$ cat config.mk
export PLATFORM = sky130hd
export DESIGN_NAME = ibn_ctrl
export DESIGN_NICKNAME = d
export VERILOG_FILES = /design/src/rtl/ibn_pkg.sv /design/src/rtl/ibn_ctrl.sv
export SDC_FILE = /design/constraint.sdc
export NUM_CORES = 1
export LEC_CHECK = 0
export BUFFER_PORTS_ARGS = -buffer_cell sky130_fd_sc_hd__buf_2
export CORE_ASPECT_RATIO = 1.2
export CORE_MARGIN = 4
export CORE_UTILIZATION = 50
export CTS_CLUSTER_SIZE = 14
export DETAILED_ROUTE_END_ITERATION = 16
export HOLD_SLACK_MARGIN = 0.15
export PLACE_DENSITY_LB_ADDON = 0.1
export SLEW_MARGIN = 15
export SYNTH_ARGS = -nofsm -noshare
export SYNTH_HDL_FRONTEND = slang
export SYNTH_SLANG_ARGS = --single-unit
$ cat constraint.sdc
create_clock -name i_clk -period 4.3 [get_ports i_clk]
set_clock_uncertainty 0.05 [all_clocks]
set_input_delay 0.215 -clock i_clk [delete_from_list [all_inputs] [get_ports i_clk]]
set_output_delay 0.215 -clock i_clk [all_outputs]
set_load 0.02 [all_outputs]
$ cat src/rtl/ibn_pkg.sv
`default_nettype none

package ibn_pkg;

    // Data path and table geometry
    localparam int DATA_BITS    = 32;
    localparam int MAX_CHANNELS = 1024;
    localparam int CH_BITS      = $clog2(MAX_CHANNELS);
    localparam int POS_BITS     = 16;
    localparam int PS_BITS      = 17;
    localparam int CC_BITS      = 11;
    localparam int DIV_CNT_BITS = $clog2(DATA_BITS);

    // Limits of the tensor geometry
    localparam logic [PS_BITS-1:0] PS_MAX = PS_BITS'(65536);
    localparam logic [CC_BITS-1:0] CC_MAX = CC_BITS'(MAX_CHANNELS);

    // Configuration port
    localparam int CFG_IDX_BITS  = 2;
    localparam int CFG_DATA_BITS = 17;
    localparam logic [CFG_IDX_BITS-1:0] CFG_PLANE_SIZE    = 2'd0;
    localparam logic [CFG_IDX_BITS-1:0] CFG_CHANNEL_COUNT = 2'd1;

    // Request opcodes
    localparam logic OP_LOAD   = 1'b0;
    localparam logic OP_SAMPLE = 1'b1;

    // Controller to datapath commands
    typedef struct packed {
        logic               wr_en;
        logic               rd_en;
        logic               sub_en;
        logic               mul_en;
        logic               div_start;
        logic               out_en;
        logic [CH_BITS-1:0] rd_addr;
    } t_dp_cmd;

    // Datapath to controller status
    typedef struct packed {
        logic div_done;
    } t_dp_sts;

endpackage

`default_nettype wire

$ cat src/rtl/ibn_ctrl.sv
`default_nettype none

module ibn_ctrl
    import ibn_pkg::*;
(
    input  wire logic                     i_clk,
    input  wire logic                     i_rst_n,
    input  wire logic                     i_valid,
    output logic                          o_stall,
    input  wire logic                     i_op,
    input  wire logic                     i_cfg_we,
    input  wire logic [CFG_IDX_BITS-1:0]  i_cfg_idx,
    input  wire logic [CFG_DATA_BITS-1:0] i_cfg_data,
    output t_dp_cmd                       o_cmd,
    input  wire t_dp_sts                  i_sts,
    output logic                          o_valid,
    input  wire logic                     i_stall,
    output logic [CH_BITS-1:0]            o_channel,
    output logic                          o_last_of_tensor
);

    typedef enum logic [2:0] {
        S_IDLE,
        S_SUB,
        S_MUL,
        S_DSTART,
        S_DWAIT,
        S_OUT
    } t_state;

    t_state              r_state;
    logic [PS_BITS-1:0]  r_plane;
    logic [CC_BITS-1:0]  r_chans;
    logic [POS_BITS-1:0] r_pos;
    logic [CH_BITS-1:0]  r_cur_ch;
    logic [CH_BITS-1:0]  r_item_ch;
    logic                r_item_last;
    logic                r_o_valid;
    logic [CH_BITS-1:0]  r_o_channel;
    logic                r_o_last;

    logic [PS_BITS-1:0]  ps_eff;
    logic [CC_BITS-1:0]  cc_eff;
    logic [PS_BITS-1:0]  pos_inc;
    logic [CC_BITS-1:0]  ch_inc;
    logic                accept;
    logic                plane_end;
    logic                tensor_end;
    logic                out_load;

    // Geometry clamped to its legal range
    always_comb begin
        priority if (r_plane == '0) begin
            ps_eff = PS_BITS'(1);
        end else if (r_plane > PS_MAX) begin
            ps_eff = PS_MAX;
        end else begin
            ps_eff = r_plane;
        end
        priority if (r_chans == '0) begin
            cc_eff = CC_BITS'(1);
        end else if (r_chans > CC_MAX) begin
            cc_eff = CC_MAX;
        end else begin
            cc_eff = r_chans;
        end
    end

    // Position tracking inside the tensor
    assign pos_inc    = {1'b0, r_pos} + PS_BITS'(1);
    assign ch_inc     = {1'b0, r_cur_ch} + CC_BITS'(1);
    assign plane_end  = (pos_inc >= ps_eff);
    assign tensor_end = plane_end && (ch_inc >= cc_eff);

    assign accept   = i_valid && (r_state == S_IDLE);
    assign out_load = (r_state == S_OUT) && (!r_o_valid || !i_stall);

    // Datapath commands
    always_comb begin
        o_cmd           = '0;
        o_cmd.wr_en     = accept && (i_op == OP_LOAD);
        o_cmd.rd_en     = accept && (i_op == OP_SAMPLE);
        o_cmd.sub_en    = (r_state == S_SUB);
        o_cmd.mul_en    = (r_state == S_MUL);
        o_cmd.div_start = (r_state == S_DSTART);
        o_cmd.out_en    = out_load;
        o_cmd.rd_addr   = r_cur_ch;
    end

    // State machine, counters, config and output registers
    always_ff @(posedge i_clk) begin
        if (!i_rst_n) begin
            r_state     <= S_IDLE;
            r_plane     <= PS_BITS'(1);
            r_chans     <= CC_BITS'(1);
            r_pos       <= '0;
            r_cur_ch    <= '0;
            r_item_ch   <= '0;
            r_item_last <= 1'b0;
            r_o_valid   <= 1'b0;
            r_o_channel <= '0;
            r_o_last    <= 1'b0;
        end else begin
            unique case (r_state)
                S_IDLE: begin
                    if (accept && (i_op == OP_SAMPLE)) begin
                        r_state     <= S_SUB;
                        r_item_ch   <= r_cur_ch;
                        r_item_last <= tensor_end;
                        if (plane_end) begin
                            r_pos <= '0;
                            r_cur_ch <= tensor_end ? '0 : ch_inc[CH_BITS-1:0];
                        end else begin
                            r_pos <= pos_inc[POS_BITS-1:0];
                        end
                    end
                end
                S_SUB:    r_state <= S_MUL;
                S_MUL:    r_state <= S_DSTART;
                S_DSTART: r_state <= S_DWAIT;
                S_DWAIT: begin
                    if (i_sts.div_done) begin
                        r_state <= S_OUT;
                    end
                end
                S_OUT: begin
                    if (out_load) begin
                        r_state <= S_IDLE;
                    end
                end
                default: r_state <= S_IDLE;
            endcase

            // Output register
            if (out_load) begin
                r_o_valid   <= 1'b1;
                r_o_channel <= r_item_ch;
                r_o_last    <= r_item_last;
            end else if (!i_stall) begin
                r_o_valid <= 1'b0;
            end

            // Writes to plane size or channel count restart the tensor
            if (i_cfg_we) begin
                unique case (i_cfg_idx)
                    CFG_PLANE_SIZE: begin
                        r_plane  <= i_cfg_data[PS_BITS-1:0];
                        r_pos    <= '0;
                        r_cur_ch <= '0;
                    end
                    CFG_CHANNEL_COUNT: begin
                        r_chans  <= i_cfg_data[CC_BITS-1:0];
                        r_pos    <= '0;
                        r_cur_ch <= '0;
                    end
                    default: ;
                endcase
            end
        end
    end

    assign o_stall          = (r_state != S_IDLE);
    assign o_valid          = r_o_valid;
    assign o_channel        = r_o_channel;
    assign o_last_of_tensor = r_o_last;

    // Position stays inside the current plane
    a_pos_range: assert property (@(posedge i_clk) disable iff (!i_rst_n)
        ({1'b0, r_pos} < ps_eff))
        else $error("plane position out of range");

    // Channel stays inside the tensor
    a_ch_range: assert property (@(posedge i_clk) disable iff (!i_rst_n)
        ({1'b0, r_cur_ch} < cc_eff))
        else $error("channel out of range");

    // A sample request starts the datapath sequence
    a_sample_start: assert property (@(posedge i_clk) disable iff (!i_rst_n)
        (accept && (i_op == OP_SAMPLE)) |=> (r_state == S_SUB))
        else $error("sample request did not start processing");

    // A load request leaves the controller idle
    a_load_idle: assert property (@(posedge i_clk) disable iff (!i_rst_n)
        (accept && (i_op == OP_LOAD) && !i_cfg_we) |=> (r_state == S_IDLE))
        else $error("load request left idle");

    // A new result appears only from the output state
    a_out_origin: assert property (@(posedge i_clk) disable iff (!i_rst_n)
        $rose(r_o_valid) |-> ($past(r_state) == S_OUT))
        else $error("result valid without finished divide");

endmodule

`default_nettype wire

[Yosys cells after proc, flatten, opt, wreduce, memory -nomap -nowiden]
Cells that the tools add are included.
Word-level totals
  output and inout bits: 29
  register bits: 80
  memory bits (read-only): 0
  memories: 0
  word-level logic and storage cells: 66
  memory bits (writable): 0
  input port bits: 26
  bits in latches: 0
Cells by class
  shift-type cells: 0
  eq/ne operators: 10
  reduce and logical (&&, ||, !) cells: 18
  bitwise logic cells: 1
  muxes and demuxes: 21
  magnitude comparators: 4
  divide/modulo/power cells: 0
  add/sub/neg operators: 2
  multiply operators: 0
Operators by type and width (count)
  16-bit two-way mux: 5
  10-bit two-way mux: 6
  17-bit two-way mux: 2
  11-bit two-way mux: 2
  3-bit one-hot mux with 6 select lines: 1
  16-bit by 1-bit adder with 17-bit output, second input constant: 1
  17-bit >= comparator: 1
  17-bit > comparator, second input constant: 1
  17-bit logical NOT: 1
  10-bit by 1-bit adder with 11-bit output, second input constant: 1
  11-bit >= comparator: 1
  11-bit > comparator, second input constant: 1
  11-bit logical NOT: 1
  3-bit two-way mux: 3
  3-bit by 2-bit equality test with 1-bit output, second input constant: 2
  3-bit equality test, second input constant: 2
  2-bit != test, second input constant: 3
  2-bit AND reduction: 3
  1-bit logical AND: 5
  3-bit by 1-bit equality test with 1-bit output, second input constant: 1
  3-bit logical NOT: 1
  3-bit AND reduction: 1
  3-bit nonzero test: 1
  2-bit by 1-bit equality test with 1-bit output, second input constant: 1
  7 further kinds: 9

[Depth between registers and ports, before layout]
Gate-level depths: netlist of run 1.
  depth in word-level cells: 11
  depth in mapped cells: 16
  depth with buffers taken out: 14

[Worst setup path after synthesis of run 1]
OpenSTA, ideal clock, no wires.
  path kind: register -> register
  from: register r_cur_ch[0]
  to: register r_cur_ch[8]
  path buffers: 0
  setup slack: 1.137 ns
  library setup time: 0.077 ns
  stages on the path, launching flop included: 14
  period minus slack after synthesis: 3.163 ns
  arrival: 3.037 ns
  required time: 4.173 ns
  path through: dfxtp_1 -> ha_1 -> and3_1 -> and3_1 -> nand3_1 -> inv_1 -> and3_1 -> ha_1 -> and3_1 -> a221o_1 -> a31oi_2 -> nand2_1 -> o22a_1 -> o22ai_1
Between the ends
  longest elaborated chain between the ends: 9
RTL lines
  start: declaration: line ibn_ctrl.sv:35  | logic [CH_BITS-1:0] r_cur_ch;
  start signal: assignment: line ibn_ctrl.sv:112  | r_cur_ch <= tensor_end ? '0 : ch_inc[CH_BITS-1:0];
  10-bit by 1-bit adder with 11-bit output *: line ibn_ctrl.sv:71  | assign ch_inc = {1'b0, r_cur_ch} + CC_BITS'(1);
  11-bit >= comparator: line ibn_ctrl.sv:73  | assign tensor_end = plane_end && (ch_inc >= cc_eff);
  1-bit logical AND: line ibn_ctrl.sv:73
  10-bit two-way mux *: line ibn_ctrl.sv:112
  10-bit two-way mux *: line ibn_ctrl.sv:110  | if (plane_end) begin
  10-bit two-way mux *: line ibn_ctrl.sv:106  | if (accept && (i_op == OP_SAMPLE)) begin
  10-bit two-way mux *: line ibn_ctrl.sv:104  | unique case (r_state)
  10-bit two-way mux: line ibn_ctrl.sv:145  | unique case (i_cfg_idx)
  10-bit two-way mux *: line ibn_ctrl.sv:144  | if (i_cfg_we) begin
Mark *: on every way between the ends. The rest lies on a longest branch, timed or not.
A chain may end at the register's enable or synchronous reset.

[Worst setup path in the final report of run 1]
  from: register r_pos[1]
  to: register r_cur_ch[5]
Between the ends
  longest elaborated chain between the ends: 9
RTL lines
  start: declaration: line ibn_ctrl.sv:34  | logic [POS_BITS-1:0] r_pos;
  start signal: assignment: line ibn_ctrl.sv:114  | r_pos <= pos_inc[POS_BITS-1:0];
  16-bit by 1-bit adder with 17-bit output *: line ibn_ctrl.sv:70  | assign pos_inc = {1'b0, r_pos} + PS_BITS'(1);
  17-bit >= comparator *: line ibn_ctrl.sv:72  | assign plane_end = (pos_inc >= ps_eff);
  1-bit logical AND: line ibn_ctrl.sv:73
  10-bit two-way mux: line ibn_ctrl.sv:112
  10-bit two-way mux *: line ibn_ctrl.sv:110
  10-bit two-way mux *: line ibn_ctrl.sv:106
  10-bit two-way mux *: line ibn_ctrl.sv:104
  10-bit two-way mux: line ibn_ctrl.sv:145
  10-bit two-way mux *: line ibn_ctrl.sv:144
Marks and branches as above.

==> results of run 1 <==
==> cell type report <==
type	count	area [um2]
clock buffers	10	138
clock inverters	5	63.8
fillers	764	3240
inverters	8	30.0
multi-input cells	405	2560
flip-flops and latches	80	1600
well taps	114	143
repair buffers	74	465
==> worst paths after layout <==
path | endpoint | slack (ps) | from
setup / recovery | r_cur_ch[5]$_SDFF_PN0_ | 650 | r_pos[1]$_SDFF_PN0_
hold / removal | r_chans[0]$_SDFFE_PN1P_ | 340 | i_rst_n
setup reg to reg | r_cur_ch[5]$_SDFF_PN0_ | 650 | r_pos[1]$_SDFF_PN0_
hold reg to reg | r_item_ch[9]$_SDFFE_PN0P_ | 420 | r_item_ch[9]$_SDFFE_PN0P_
==> power by group through the flow <==
stage / sequential, mW / combinational, mW / clock (mW)
3_3_place_gp: 0.794 / 0.198 / 0
4_1_cts: 0.777 / 0.214 / 0.588
2_1_floorplan: 0.786 / 0.151 / 0
5_1_grt: 0.781 / 0.240 / 0.619
6_report: 0.778 / 0.213 / 0.574
3_5_place_dp: 0.795 / 0.200 / 0
==> worst max-delay path: stages (launching register included) <==
cell and delay [ps]:
sky130_fd_sc_hd__dfxtp_1 410, sky130_fd_sc_hd__ha_1 270, sky130_fd_sc_hd__nand3_1 180, sky130_fd_sc_hd__nor2_1 310
sky130_fd_sc_hd__nor2b_1 110, sky130_fd_sc_hd__or2_2 310, sky130_fd_sc_hd__ha_1 310, sky130_fd_sc_hd__nand2_1 70
sky130_fd_sc_hd__or3_1 380, sky130_fd_sc_hd__a21o_1 180, sky130_fd_sc_hd__a21oi_2 460, sky130_fd_sc_hd__nand3_1 350
sky130_fd_sc_hd__o2bb2ai_1 220
==> synthesized netlist by cell type, types with 7 or more instances <==
cell type,n
sky130_fd_sc_hd__nor2_1,29
sky130_fd_sc_hd__mux2i_1,23
sky130_fd_sc_hd__a21oi_1,13
sky130_fd_sc_hd__and3_1,13
sky130_fd_sc_hd__inv_1,7
sky130_fd_sc_hd__xor2_1,9
sky130_fd_sc_hd__xnor2_1,12
sky130_fd_sc_hd__nor2b_1,26
sky130_fd_sc_hd__clkbuf_1,15
sky130_fd_sc_hd__nand2_1,111
sky130_fd_sc_hd__a21boi_0,28
sky130_fd_sc_hd__ha_1,30
sky130_fd_sc_hd__nand3_1,14
sky130_fd_sc_hd__dfxtp_1,80
sky130_fd_sc_hd__o21ai_0,11
sky130_fd_sc_hd__nand2b_1,8
==> kinds of logic (layout without fill, tap and decap cells) <==
group,after synthesis,count (layout),share of synthesized area
AO/OA/AOI/OAI,90,90,0.145
multiplexers,23,23,0.0537
flip-flops,80,80,0.374
AND/OR/NAND/NOR,241,241,0.269
XOR/XNOR,21,21,0.0429
adder cells (fa/ha/maj),30,30,0.0876
buffers and inverters,30,97,0.0286
==> state kept, by name, indices dropped and copies added, names as in the netlist <==
name and flops:
r_plane 17, r_pos 16, r_chans 11, o_channel 10, r_cur_ch 10, r_item_ch 10, r_state 3, o_last_of_tensor 1
o_valid 1, r_item_last 1
==> metal layers <==
layer	GRT usage	vias to the layer above
met5	0	-
met4	0.101	0
met1	0.262	1707
met3	0.0287	20
li1	-	1905
met2	0.347	95
==> metrics by stage <==
stage                     hold slack [ps]  total power [mW]  std cells
after floorplan                       290             0.937        515
after global placement                406             0.991        663
after detailed placement              406             0.995        663
after CTS                             320              1.58        696
after global routing                  379              1.64        696
final                                 336              1.56        696
==> results.txt, run 1 <==
The run finished with clean final reports. The routability congestion estimate from global placement was 0.853; the number of instances in the synthesized netlist was 515. 0 antenna diodes ended up in the layout.

The biggest area contributor in the post-synthesis netlist is sky130_fd_sc_hd__dfxtp_1. The wire length on met3 was 411 um. The starting utilization of the core area is 0.520, and the relative contribution of combinational cells to total power is 0.136.

The tree is rooted in a sky130_fd_sc_hd__clkbuf_8. Area fraction of the dominant cell type after synthesis: 0.374. During synthesis, Yosys emitted a total of 0 warnings. Setup repair after global routing left no endpoint under its margin. The kind of end point of the critical path was a flip-flop. TritonCTS built the clock tree. In the layout the commonest cells are sky130_fd_sc_hd__nand2_1 (111), sky130_fd_sc_hd__dfxtp_1 (80), sky130_fd_sc_hd__buf_2 (54). The clock reaches the later pin of the worst-skew pair after 360 ps.

In this run the static leakage power is 2.15 nW. The placement-stage worst setup slack is 691 ps, and the internal power consumption is 1.13 mW. The initial antenna violation count came out at 0. The post-placement cell area was 4620 um2; the number of register bits inferred by synthesis was 80.

Total of endpoints with negative setup slack in the final report: 0. The number of vias per cell after detailed routing is 5.35. Entering global routing, the biggest net connects 57 pins. The part of the total power dissipated in the clock network is 0.367.

The fraction of power spent switching nets is 0.277. The first global-routing pass estimated 16600 um of wire. For the max-capacitance violation count, the log shows 0. The sum of negative setup slack came out at 0 ps. The number of gates resized after CTS was 0; the final worst setup slack was 647 ps. The highest signal layer in the routed design was met4. The global route total overflow is 0, and the remaining antenna violation count is 0. In this run, synthesis inferred 0 flip-flops with an integrated enable. The worst hold path was traced through 2 stages. The sequential share of power was 0.497; the post-route met1 wirelength was 4570 um.

The number of setup buffers added after CTS is 0. The number of iterations in the first detailed-routing pass is 5, and the final design utilization is 0.607. The logs give 3470 for the via count of the first global-routing pass and 9 for the clock buffer count from CTS.

Once layout is done, the placed cells without fillers occupy 5000 um2. The run gives 9810 um as the total wirelength of the detailed-routed design. The core region is 8240 um2.

In the post-synthesis netlist, the biggest area contributors are sky130_fd_sc_hd__dfxtp_1 (37%), sky130_fd_sc_hd__nand2_1 (9.7%), sky130_fd_sc_hd__ha_1 (8.8%). After synthesis, the netlist uses 46 different library cells. The share of flip-flops with an asynchronous set or reset after synthesis was 0; the count of clock tree sinks was 80.

The run gives 0.212 mV as the maximum vdd ir drop. The routed wirelength normalized by instance count came out at 14.1 um. Die width: 92.5 um. The min-delay analysis places its worst path in the category in2reg.

After synthesis the cells add up to 4290 um2. The number of buffers inserted for hold repair after clock tree synthesis came out at 18. The number of max-slew violations in the final report was 0. The die span in y was 109 um; the boundary pin count was 55. The fraction of layout cells with a size suffix above 1 is 0.146, and the full die area is 10100 um2. The mean cell area of the mapped netlist was 8.32 um2; the total track usage was 0.207.

The library cell used most frequently in the layout, excluding fill and tap cells, is sky130_fd_sc_hd__nand2_1. For the pin with the worst max-slew slack, the measured transition is 1050 ps. The logs give 0 for the count of endpoints failing hold in the final timing report and 0 for the number of DRC violations after detailed routing. Dividing total power by cell area gives a power density of 313 nW/um2. Summing over every cut layer, the via total after detailed routing is 3727. The run gives 0.300 as the worst slew slack as a fraction of its limit.

For this block, the initial DRC count from the detailed router was 258. For this design the total switching power over the nets is 433 uW. After clock tree synthesis, the clock-pin slew on the worst setup and hold paths is 90 ps. The data arrival time of the critical path was 3910 ps; the number of levels the H-tree was split into was 3. The clock passes through at most 2 buffers.

For the finished layout, the period the worst path requires is 3650 ps. The tools report the detailed placement HPWL as 7100 um. Derived from the worst setup path, the maximum achievable clock frequency is 274 MHz.

Wire length on met2: 4590 um. The final layout contains 634 nets. The part of the cycle the worst path needs came out at 0.849.

The worst setup path is of the reg2reg kind. The logic depth of the worst register-to-register path came out at 12. For the worst setup path, the data required time is 4550 ps.

The floorplan has 36 rows. The area added between synthesis and finish works out to 16.7%. In this run the tool buffered the top-level ports with 54 buffer cells.

The worst setup path is launched from a flip-flop. The sequential area share after synthesis was 0.374. The most used flip-flop cell after synthesis is sky130_fd_sc_hd__dfxtp_1.

For the net count after synthesis, the log shows 571. In this run the worst path has a maximum fanout of 13.
Power figures use the tool's default switching activity.
==> run 2, diff against run 1 <==
ABC_AREA = 1   (was default)
clock period = 3.6 ns   (was 4.3 ns; I/O delays follow)
==> run 2 against run 1 <==
  * Setup slack got worse by 110 ps
  * Core utilization decreased by 1.3 points
  * Maximum frequency increased by 19%
==> results.txt, run 2 <==
The flow ran to the end, and the final reports show no timing, DRC or antenna violations. The clock reaches the later pin of the worst-skew pair after 360 ps. Entering global routing, the biggest net connects 42 pins. Part of the total power dissipated in the clock network: 0.303.

After routing, the total negative slack on setup checks comes to 0 ps. The initial antenna violation count was 0. The run gives 0 as the number of DRC violations after detailed routing. Among all cell types in the netlist, the one instantiated most often is sky130_fd_sc_hd__nand2_1.

No sink is reached through more buffers than the 2 on the longest clock path. The total via count in the routed design is 4078. OpenSTA, run right after detailed placement, puts the worst setup slack at 570 ps. In this run the power spent charging and discharging nets is 765 uW.

Leading cell type in the layout, fill and taps excluded: sky130_fd_sc_hd__nand2_1. By area the synthesized netlist is led by sky130_fd_sc_hd__dfxtp_1 (37%), sky130_fd_sc_hd__nand2_1 (14%), sky130_fd_sc_hd__ha_1 (8.6%). In this run, synthesis produced a sequential element count of 80. The floorplan step defined a die boundary enclosing 10300 um2. Synthesis produced a netlist with a net count of 666. The part of the cycle the worst path needs is 0.850. Share of flip-flops with an asynchronous set or reset after synthesis: 0. The sequential area share after synthesis came out at 0.368. The run gives 0 as the count of endpoints failing hold in the final timing report. Clock tree synthesis selected as its root buffer the cell sky130_fd_sc_hd__clkbuf_8. The first-pass GRT wire length was 18000 um. The min-delay analysis places its worst path in the category in2reg. In the synthesized netlist the dominant register cell turns out to be sky130_fd_sc_hd__dfxtp_1.

After detailed routing, the average wire length per cell comes to 14.1 um. Total power for the finished layout comes to 2.15 mW. For the via count of the first global-routing pass, the log shows 3842.

The critical setup path kind was reg2reg. After layout, the minimum clock period comes to 3060 ps. After clock tree synthesis, the clock-pin slew on the worst setup and hold paths is 90 ps. Global route total overflow: 0.

Setup repair after global routing left no endpoint under its margin. The run gives 0 as the total of warnings raised by yosys. Actual slew at the worst max-slew pin: 616 ps.

The area fraction of the dominant cell type after synthesis is 0.368. The net total in the final layout came out at 733. The logs give 0 for the number of gates resized after CTS and 0.460 for the sequential share of power. Number of instances in the synthesized netlist: 610. In this run the core area contains 37 standard-cell rows.

Clock tree synthesis found a total of 80 sinks. Dividing total power by cell area gives a power density of 424 nW/um2. Mean cell area of the mapped netlist: 7.13 um2.

Ranked by flip-flop count, first place goes to r_plane. In this design, the stage delay of the slowest critical-path cell is 490 ps. The commonest cells after synthesis are sky130_fd_sc_hd__nand2_1 (157), sky130_fd_sc_hd__nor2_1 (86), sky130_fd_sc_hd__dfxtp_1 (80), sky130_fd_sc_hd__inv_1 (53), sky130_fd_sc_hd__a21oi_1 (51). Cell type with the highest occurrence count on the critical path: sky130_fd_sc_hd__nand2_1.

The number of max-slew violations in the final report came out at 0. After detailed routing, the total wire length is 11300 um. The routability congestion estimate from global placement is 0.906, and the detailed placement HPWL is 8330 um.

The total of endpoints with negative setup slack in the final report was 0. In this run the standard cell core region covers 8520 um2. The H-tree was split into 3 levels. The final worst setup slack is 540 ps, and the remaining antenna violation count is 0. The internal portion of the total power is 1.38 mW. The critical path goes through ha_1 -> nand2_1 -> nor3_2 -> nand4_1 -> xor2_1 -> inv_1 -> ha_1 -> nand2_1 -> nand2_1 -> nand2_1 -> nand2_1 -> nand2_1 -> nand2_1 -> nor2_2 -> nand2_4 -> nand2_4 -> nand2_2 -> a22oi_1. The floorplan step set the die height to 110 um. The maximum fanout along the worst path works out to 12. The run gives 0 as the number of inserted diodes.

Data arrives at the worst endpoint at 3290 ps. The run gives 327 MHz as the maximum clock rate. In the routed layout, each cell is associated on average with a via count of 5.10. Counting flops with a built-in enable in the synthesized netlist gives 0. STA puts the critical path data required time at 3830 ps. The fraction of layout cells with a size suffix above 1 is 0.152.

Across the run, the number of max-cap violations was 0. The static leakage power came out at 2.42 nW. The die is 93.1 um wide. The largest total area in the synthesized netlist belongs to sky130_fd_sc_hd__dfxtp_1.

In the layout the commonest cells are sky130_fd_sc_hd__nand2_1 (157), sky130_fd_sc_hd__nor2_1 (86), sky130_fd_sc_hd__dfxtp_1 (80). For this design the top-level I/O count stands at 55. TritonCTS built the clock tree.

Counting distinct cell types in the post-synthesis netlist gives 37. In this run the tool buffered the top-level ports with 54 buffer cells. The logs give 0.236 for the relative contribution of combinational cells to total power and 242 for the violation count after the first detailed-routing iteration.

The tools report the worst slew slack as a fraction of its limit as 0.589. The total track usage was 0.225. The tools report the starting utilization of the core area as 0.510. For the number of iterations in the first detailed-routing pass, the log shows 5.

For this design, the slowest cell found on the critical path is sky130_fd_sc_hd__dfxtp_1. The maximum vdd ir drop is 0.264 mV, and the flip-flop count of the largest register, all copies and words added is 17. The fraction of power spent switching nets is 0.356.

The netlist area before placement is 4350 um2. STA classifies the critical path startpoint as a flip-flop. In the final layout, the registers with the most flip-flops are r_plane: 17 flops, r_pos: 16 flops, r_chans: 11 flops. The clock buffer count from CTS came out at 9. Area added between synthesis and finish: 16.4%. The worst setup path is captured at a flip-flop.
run 2: path summary, 6_finish.rpt:
check / from / slack [ps] / cells after the start / endpoint
setup / recovery: r_pos[0]$_SDFF_PN0_ / 540 / 18 / r_cur_ch[9]$_SDFF_PN0_
hold / removal: i_cfg_idx[0] / 200 / 4 / r_plane[0]$_SDFFE_PN1P_
setup reg to reg: r_pos[0]$_SDFF_PN0_ / 540 / 18 / r_cur_ch[9]$_SDFF_PN0_
hold reg to reg: r_item_ch[1]$_SDFFE_PN0P_ / 420 / 2 / r_item_ch[1]$_SDFFE_PN0P_
run 2: kinds of logic (layout without fill, tap and decap cells):
logic type	count (synthesis)	count (layout)	synth area share
flip-flops	80	80	0.368
adder cells (fa/ha/maj)	30	30	0.0863
AO/OA/AOI/OAI	109	109	0.140
XOR/XNOR	21	21	0.0423
buffers and inverters	77	149	0.0745
AND/OR/NAND/NOR	293	293	0.289
run 2: final cells by class:
cell class | instances | area (um2)
tap | 117 | 146
clock inverter | 7 | 67.6
inverter | 58 | 223
sequential | 80 | 1600
multi-input combinational | 453 | 2420
fill | 830 | 3460
clock buffer | 9 | 124
timing repair buffer | 75 | 475
run 2: routing by layer:
layer | track usage | routed length (um) | vias to the layer above
met5 | 0 | 0 | -
met4 | 0.102 | 378 | 0
met3 | 0.0346 | 366 | 22
met2 | 0.408 | 5660 | 98
met1 | 0.263 | 4850 | 1853
li1 | - | - | 2105
run 2: power by group through the flow:
stage / clock network [mW] / logic, mW / registers, mW
2_1_floorplan: 0 / 0.353 / 1.01
5_1_grt: 0.704 / 0.577 / 0.995
3_5_place_dp: 0 / 0.490 / 1.01
3_3_place_gp: 0 / 0.480 / 1.01
6_report: 0.651 / 0.507 / 0.989
4_1_cts: 0.673 / 0.509 / 0.989
run 2: worst max-delay path, delay by kind of cell (launching register included):
family / cells / cell delay [ps]
simple gates: 13 / 1420
xor+xnor: 1 / 220
buf+inv: 1 / 70
compound gates: 1 / 200
flops: 1 / 490
fa+ha+maj: 2 / 550
run 2: timing repair:
action	4_1_cts	5_1_grt
setup buffers	0	0
hold endpoints to repair	30	0
hold buffers	19	0
run 2: metrics by stage:
stage	util	std cells	hold slack, ps	area (um2)
2_1_floorplan	-	610	243	4350
3_3_place_gp	0.549	764	354	4680
3_5_place_dp	0.549	764	362	4680
4_1_cts	0.594	799	183	5060
5_1_grt	0.594	799	243	5060
6_report	0.594	799	204	5060
